===== src/hw/rtl/cpo_pkg.sv =====
// Shared constants, codes and control types of the convex polygon overlap test.
package cpo_pkg;

	localparam int MAX_VERTICES = 16;
	localparam int COORD_WIDTH  = 16;
	localparam int IDX_W        = $clog2(MAX_VERTICES);
	localparam int CNT_W        = 5;
	localparam int VERT_W       = 2 * COORD_WIDTH;

	// Query point, edge vector, offset and cross product widths.
	localparam int QW = COORD_WIDTH + 2;
	localparam int EW = COORD_WIDTH + 1;
	localparam int DW = COORD_WIDTH + 3;
	localparam int PW = EW + DW;

	localparam logic CFG_COUNT_A = 1'b0;
	localparam logic CFG_COUNT_B = 1'b1;

	typedef enum logic [1:0] {
		ACT_WR_A    = 2'd0,
		ACT_WR_B    = 2'd1,
		ACT_POINT   = 2'd2,
		ACT_OVERLAP = 2'd3
	} act_t;

	typedef enum logic [1:0] {
		Q_POINT,
		Q_A_IN_B,
		Q_B_IN_A
	} qmode_t;

	typedef enum logic [2:0] {
		S_IDLE,
		S_OUT_RD,
		S_LOADQ,
		S_FIRST,
		S_MUL,
		S_CMP,
		S_DONE
	} state_t;

	typedef struct packed {
		logic             wr_a;
		logic             wr_b;
		logic [IDX_W-1:0] rd_addr;
		logic             rd_sel_b;
		logic             latch_in;
		logic             load_q;
		qmode_t           qmode;
		logic             load_first;
		logic             mul;
		logic             use_first;
		logic             step;
	} cpo_cmd_t;

	typedef struct packed {
		logic outside;
	} cpo_stat_t;

endpackage


===== src/hw/rtl/cpo_ctrl.sv =====
// Controller: count registers, loop counters, sequencing state machine and result register.
module cpo_ctrl import cpo_pkg::*; (
	input  logic             clk,
	input  logic             arst_n,
	input  logic             in_valid,
	output logic             in_stall,
	input  act_t             action,
	input  logic [IDX_W-1:0] vertex_index,
	output logic             out_valid,
	input  logic             out_stall,
	output logic             hit,
	output logic             write_ignored,
	input  logic             cfg_we,
	input  logic             cfg_index,
	input  logic [CNT_W-1:0] cfg_data,
	output cpo_cmd_t         cmd,
	input  cpo_stat_t        stat
);

	state_t           state_q, state_d;
	act_t             act_q;
	logic             phase_q;
	logic [CNT_W-1:0] count_a_q, count_b_q;
	logic [CNT_W-1:0] oi_q, e_q;
	logic             hit_q, ign_q;
	logic             out_valid_q, out_hit_q, out_ign_q;

	logic [CNT_W-1:0] na, nb, n_in, n_out, n_w, e_p1, e_p2;
	logic             inner_is_b, in_acc, is_write, wr_ok, can_load, last_edge, more_outer;

	function automatic logic [CNT_W-1:0] eff_count(input logic [CNT_W-1:0] c);
		return (c > CNT_W'(MAX_VERTICES)) ? CNT_W'(MAX_VERTICES) : c;
	endfunction

	always_comb begin
		na         = eff_count(count_a_q);
		nb         = eff_count(count_b_q);
		inner_is_b = (act_q == ACT_OVERLAP) && !phase_q;
		n_in       = inner_is_b ? nb : na;
		n_out      = phase_q ? nb : na;
		e_p1       = e_q + CNT_W'(1);
		e_p2       = e_q + CNT_W'(2);
		last_edge  = e_p1 == n_in;
		more_outer = oi_q < n_out;
		in_acc     = in_valid && (state_q == S_IDLE);
		is_write   = (action == ACT_WR_A) || (action == ACT_WR_B);
		n_w        = (action == ACT_WR_A) ? na : nb;
		wr_ok      = CNT_W'(vertex_index) < n_w;
		can_load   = !out_valid_q || !out_stall;
	end

	assign in_stall      = state_q != S_IDLE;
	assign out_valid     = out_valid_q;
	assign hit           = out_hit_q;
	assign write_ignored = out_ign_q;

	always_comb begin
		state_d = state_q;
		unique case (state_q)
			S_IDLE: begin
				if (in_acc) begin
					case (action) inside
						ACT_WR_A, ACT_WR_B: state_d = S_DONE;
						ACT_POINT:          state_d = S_LOADQ;
						default:            state_d = S_OUT_RD;
					endcase
				end
			end
			S_OUT_RD: begin
				if (more_outer)    state_d = S_LOADQ;
				else if (phase_q)  state_d = S_DONE;
			end
			S_LOADQ:  state_d = (n_in == '0) ? S_DONE : S_FIRST;
			S_FIRST:  state_d = S_MUL;
			S_MUL:    state_d = S_CMP;
			S_CMP: begin
				if (stat.outside) state_d = (act_q == ACT_POINT) ? S_DONE : S_OUT_RD;
				else if (last_edge) state_d = S_DONE;
				else state_d = S_MUL;
			end
			S_DONE: begin
				if (can_load) state_d = S_IDLE;
			end
			default: state_d = S_IDLE;
		endcase
	end

	always_comb begin
		cmd            = '0;
		cmd.qmode      = Q_POINT;
		cmd.rd_sel_b   = inner_is_b;
		cmd.latch_in   = in_acc;
		cmd.wr_a       = in_acc && (action == ACT_WR_A) && wr_ok;
		cmd.wr_b       = in_acc && (action == ACT_WR_B) && wr_ok;
		cmd.use_first  = last_edge;
		unique case (state_q)
			S_OUT_RD: begin
				cmd.rd_addr  = oi_q[IDX_W-1:0];
				cmd.rd_sel_b = phase_q;
			end
			S_LOADQ: begin
				cmd.load_q  = 1'b1;
				cmd.rd_addr = '0;
				if (act_q == ACT_OVERLAP) cmd.qmode = phase_q ? Q_B_IN_A : Q_A_IN_B;
			end
			S_FIRST: begin
				cmd.load_first = 1'b1;
				cmd.rd_addr    = IDX_W'(1);
			end
			S_MUL: cmd.mul = 1'b1;
			S_CMP: begin
				cmd.step    = 1'b1;
				cmd.rd_addr = e_p2[IDX_W-1:0];
			end
			default: ;
		endcase
	end

	always_ff @(posedge clk or negedge arst_n) begin
		if (!arst_n) begin
			state_q     <= S_IDLE;
			act_q       <= ACT_WR_A;
			phase_q     <= 1'b0;
			count_a_q   <= '0;
			count_b_q   <= '0;
			oi_q        <= '0;
			e_q         <= '0;
			hit_q       <= 1'b0;
			ign_q       <= 1'b0;
			out_valid_q <= 1'b0;
			out_hit_q   <= 1'b0;
			out_ign_q   <= 1'b0;
		end else begin
			state_q <= state_d;
			if (cfg_we) begin
				if (cfg_index == CFG_COUNT_A) count_a_q <= cfg_data;
				else                          count_b_q <= cfg_data;
			end
			unique case (state_q)
				S_IDLE: begin
					if (in_acc) begin
						act_q   <= action;
						phase_q <= 1'b0;
						oi_q    <= '0;
						hit_q   <= 1'b0;
						ign_q   <= is_write && !wr_ok;
					end
				end
				S_OUT_RD: begin
					if (!more_outer && !phase_q) begin
						phase_q <= 1'b1;
						oi_q    <= '0;
					end
				end
				S_LOADQ: begin
					e_q <= '0;
					// An empty polygon holds every point.
					if (n_in == '0) hit_q <= 1'b1;
				end
				S_CMP: begin
					if (stat.outside) oi_q <= oi_q + CNT_W'(1);
					else if (last_edge) hit_q <= 1'b1;
					else e_q <= e_p1;
				end
				default: ;
			endcase
			if (state_q == S_DONE && can_load) begin
				out_valid_q <= 1'b1;
				out_hit_q   <= hit_q;
				out_ign_q   <= ign_q;
			end else if (!out_stall) begin
				out_valid_q <= 1'b0;
			end
		end
	end

endmodule


===== config.mk =====
export PLATFORM = sky130hd
export DESIGN_NAME = cpo_ctrl
export DESIGN_NICKNAME = d
export VERILOG_FILES = /design/src/hw/rtl/cpo_pkg.sv /design/src/hw/rtl/cpo_ctrl.sv
export SDC_FILE = /design/constraint.sdc
export NUM_CORES = 1
export LEC_CHECK = 0
export BUFFER_PORTS_ARGS = -buffer_cell sky130_fd_sc_hd__buf_2
export CAP_MARGIN = 5
export CORE_ASPECT_RATIO = 1.5
export CORE_UTILIZATION = 50
export DETAILED_ROUTE_END_ITERATION = 8
export GPL_ROUTABILITY_DRIVEN = 0
export PLACE_DENSITY = 0.72
export REMOVE_ABC_BUFFERS = 1
export SLEW_MARGIN = 10
export SYNTH_ARGS = -nofsm -noshare
export SYNTH_HDL_FRONTEND = slang
export SYNTH_SLANG_ARGS = --single-unit

===== constraint.sdc =====
create_clock -name clk -period 2.7 [get_ports clk]
set_input_delay 0.54 -clock clk [delete_from_list [all_inputs] [get_ports clk]]
set_output_delay 0.54 -clock clk [all_outputs]
set_load 0.02 [all_outputs]

==> results.md <==
Timing:
- The worst hold margin is 306 ps.
- For the final database, setup skew stands at 3.06 ps.
- The headroom to the max-slew limit is 0.528.
- The final max-slew violation count is 0.
- The final clock period utilization by the worst path is 0.947.
- At the pin with the least slew margin, the transition time is 708 ps.
- The routed design could run at a clock period as short as 2560 ps.
- Derived from the worst setup path, the maximum achievable clock frequency is 0.391 GHz.
- The total count of hold-check failures in the final report is 0.
- Setup violations remaining at the end of the flow were counted as 0.

Clock tree:
- The H-tree generated during clock tree synthesis spans 2 levels.
- The number of buffers inserted during clock tree synthesis is 5.
- The hold buffer count at cts is 0.
- No sink is reached through more buffers than the 2 on the longest clock path.
- The root buffer cell chosen for the clock tree is sky130_fd_sc_hd__clkbuf_8.
- The number of sinks driven by the clock tree is 31.
- The later pin in the worst-skew pair is clocked with a latency of 280 ps.
- The clock transition at the register clock pins on the worst setup and hold paths after CTS is 60 ps.
- TritonCTS built the clock tree.

Critical path:
- The signal arrival time at the worst endpoint is 2020 ps.
- The type of the setup path with the least slack is reg2out.
- Along the worst path, the maximum fanout reaches 3.
- The endpoint kind of the worst setup timing path is a primary output.
- The worst setup path is launched from a flop.
- For the worst setup path, the data required time is 2160 ps.

Global routing:
- The first-pass GRT wire length is 9.00 mm.
- The via count of the first global-routing pass was 1910.
- In the global route stage, overall resource usage came out at 0.245.
- The total congestion overflow after global routing is 0.
- The initial antenna violation count was 0.
- The maximum number of pins on one net before global-route repair is 32.

Route:
- In the final routed layout, each cell accounts on average for 15.7 µm.
- Wire segments on met3 add up to 226 µm in the final route.
- The detailed-route via count is 2057.
- After detailed routing, the total wire length is 5.47 mm.
- The detailed-routing iteration count for the pre-antenna-repair pass is 5.
- The first routing iteration left 79 violations.
- The routed length on met2 is 2.96 mm.
- After detailed routing, the number of remaining DRC violations is 0.
- The detailed router put a total of 2.15 mm of wire on met1.
- After detailed routing, the number of vias per cell comes to 5.89.
- After detailed routing, no signal wire sits above met4.
- The final antenna-violating net count is 0.

Placed design:
- Counting tap cells, the placed design contains a total of 336 instances.
- The placed instances occupy a cell area of 2500 µm².
- The half-perimeter wire length after placement is 4.21 mm.
- During placement, the flow inserted port buffers numbering 36.

Run:
- The number of violations of the max-capacitance limit is 0.

Synth:
- The post-synthesis register bit count is 31.
- The count of mapped cells out of synthesis is 255.
- The most used flip-flop cell after synthesis is sky130_fd_sc_hd__dfrtp_1.
- Counting flops with a built-in enable in the synthesized netlist gives 0.
- By area the synthesized netlist is led by sky130_fd_sc_hd__dfrtp_1, sky130_fd_sc_hd__mux2i_1, sky130_fd_sc_hd__mux2_2, sky130_fd_sc_hd__ha_1, sky130_fd_sc_hd__nand2_1.
- Each instance of the synthesized netlist takes up on average 8.74 µm².
- The cell with the most instances after synthesis is sky130_fd_sc_hd__dfrtp_1.
- Of all cell types, the one taking the most synthesized area is sky130_fd_sc_hd__dfrtp_1.
- The total number of yosys warnings is 0.
- The share of flip-flops with an asynchronous set or reset is 1.00.
- Of the synthesized area, sequential elements account for 0.348.
- By count the netlist is led by sky130_fd_sc_hd__dfrtp_1, sky130_fd_sc_hd__nand2_1, sky130_fd_sc_hd__nor2_1.
- Yosys mapped the design onto 47 distinct sky130hd cell types.
- In this run the cell area of the synthesized design comes to 2230 µm².
- The share of synthesized area in the top cell type comes to 0.348.

Power and ir drop:
- The design draws 2220 µW.
- The power per cell area is 832 nW/µm².
- The worst voltage drop across the vdd grid is 586 µV.
- Summed over all cells, the static leakage comes to 0.00127 µW.

Finish:
- The signed area change from the synthesized netlist to the final layout is 19.7%.
- After routing the design area is 2670 µm².
- Of the cells placed in the final design, the portion with a size suffix greater than 1 is 0.300.
- The number of antenna diodes is 0.
- After the last flow step, the layout net total stands at 332.
- The count of cells in the finished layout, fillers not included, comes to 349.

Floorplanning:
- The core region is 4250 µm².
- The initial utilization of the core area, before any placement, comes to 0.525.
- The die covers 4740 µm².
- The vertical extent of the die is 83.8 µm.
- The number of core rows is 29.
- The number of top-level design ports is 37.
- Measured along the x axis, the die boundary spans 56.5 µm.

Worst hold path:
- The type of the tightest min-delay check is in2async.

Outcome:
- The run finished with clean final reports.
==> path summary, 6_finish.rpt <==
check                             start  cells past startpoint      endpoint  slack [ps]
setup / recovery           count_b_q[1]                      9       cmd[14]         140
min in group clk                  ign_q                      2         ign_q         480
hold / removal                   arst_n                      1    state_q[1]         310
max in group asynchronous        arst_n                      1  count_a_q[4]        1900
hold reg to reg                   ign_q                      2         ign_q         480
setup reg to reg           count_a_q[4]                     10       oi_q[2]         260
==> kinds of logic after synthesis <==
kind of cell               after synthesis  synth area share
buffers and inverters                   28            0.0544
and+or+nand+nor                         95             0.216
adders and majority gates               10            0.0561
DFF                                     31             0.348
muxes                                   28             0.133
AOI/OAI and AO/OA                       53             0.153
xor gates and xnor gates                10            0.0393
==> repair_timing <==
item | CTS | global route
pin swaps | 0 | 3
endpoints found under the setup margin | 3 | 3
setup buffers | 3 | 4
gates resized for setup | 3 | 10
==> worst max-delay path, stage by stage, from the launching register on <==
cell and delay, ps:
sky130_fd_sc_hd__dfrtp_1 400, sky130_fd_sc_hd__nor2b_2 170, sky130_fd_sc_hd__mux2i_1 150, sky130_fd_sc_hd__ha_1 250, sky130_fd_sc_hd__o21a_1 100, sky130_fd_sc_hd__o21ai_0 140
sky130_fd_sc_hd__nand2b_1 90, sky130_fd_sc_hd__a21oi_2 160, sky130_fd_sc_hd__o211a_1 150, sky130_fd_sc_hd__buf_4 130
==> where the power goes <==
part           total, µW  internal (µW)  switching, µW
clock network        335            172            163
registers            725            584            141
logic               1160            494            666
total               2220           1250            970
==> layer usage <==
layer / GRT usage / up-vias
li1: - / 1001
met1: 0.277 / 981
met2: 0.444 / 63
met3: 0.0434 / 12
met4: 0.0976 / 0
met5: 0 / -
==> state kept, by name (all words and copies together), names as in the netlist <==
| name | flops |
|---|---|
| act_q | 2 |
| hit | 1 |
| phase_q | 1 |
| hit_q | 1 |
| ign_q | 1 |
| count_a_q | 5 |
| state_q | 3 |
| write_ignored | 1 |
| count_b_q | 5 |
| out_valid | 1 |
| oi_q | 5 |
| e_q | 5 |
==> per-stage QoR <==
step	setup slack [ps]	setup TNS, ps	utilization
after floorplan	220	0	-
after global routing	-3.02	-3.02	0.629
after CTS	0.839	0	0.614
after detailed placement	42.3	0	0.590
final	143	0	0.629
after global placement	99.0	0	0.590
==> final cells by class <==
cell class              instances  area [µm²]
fillers                       384        1580
multi-input cells             196        1370
flip-flops and latches         31         778
repair buffers                 58         350
clock buffers                   6        72.6
well taps                      46        57.6
inverters                      12        45.0
==> placed cells by master, fill, tap and decap left out, types with 3 or more instances in the layout <==
master / synthesis / final
sky130_fd_sc_hd__a21oi_1: 18 / 16
sky130_fd_sc_hd__a21oi_2: 1 / 3
sky130_fd_sc_hd__and3_1: 3 / 3
sky130_fd_sc_hd__buf_2: 0 / 34
sky130_fd_sc_hd__buf_4: 2 / 24
sky130_fd_sc_hd__clkbuf_8: 0 / 5
sky130_fd_sc_hd__dfrtp_1: 31 / 29
sky130_fd_sc_hd__ha_1: 10 / 10
sky130_fd_sc_hd__inv_1: 11 / 10
sky130_fd_sc_hd__mux2_2: 13 / 13
sky130_fd_sc_hd__mux2i_1: 15 / 15
sky130_fd_sc_hd__nand2_1: 26 / 26
sky130_fd_sc_hd__nand2b_1: 5 / 5
sky130_fd_sc_hd__nand3_1: 7 / 7
sky130_fd_sc_hd__nand3b_1: 3 / 3
sky130_fd_sc_hd__nand4_1: 3 / 3
sky130_fd_sc_hd__nor2_1: 19 / 18
sky130_fd_sc_hd__nor2b_1: 9 / 7
sky130_fd_sc_hd__nor3_1: 9 / 9
sky130_fd_sc_hd__o211ai_1: 3 / 3
sky130_fd_sc_hd__o21a_1: 3 / 3
sky130_fd_sc_hd__o21ai_0: 11 / 11
sky130_fd_sc_hd__xnor2_1: 9 / 9
Power figures use the tool's default switching activity.
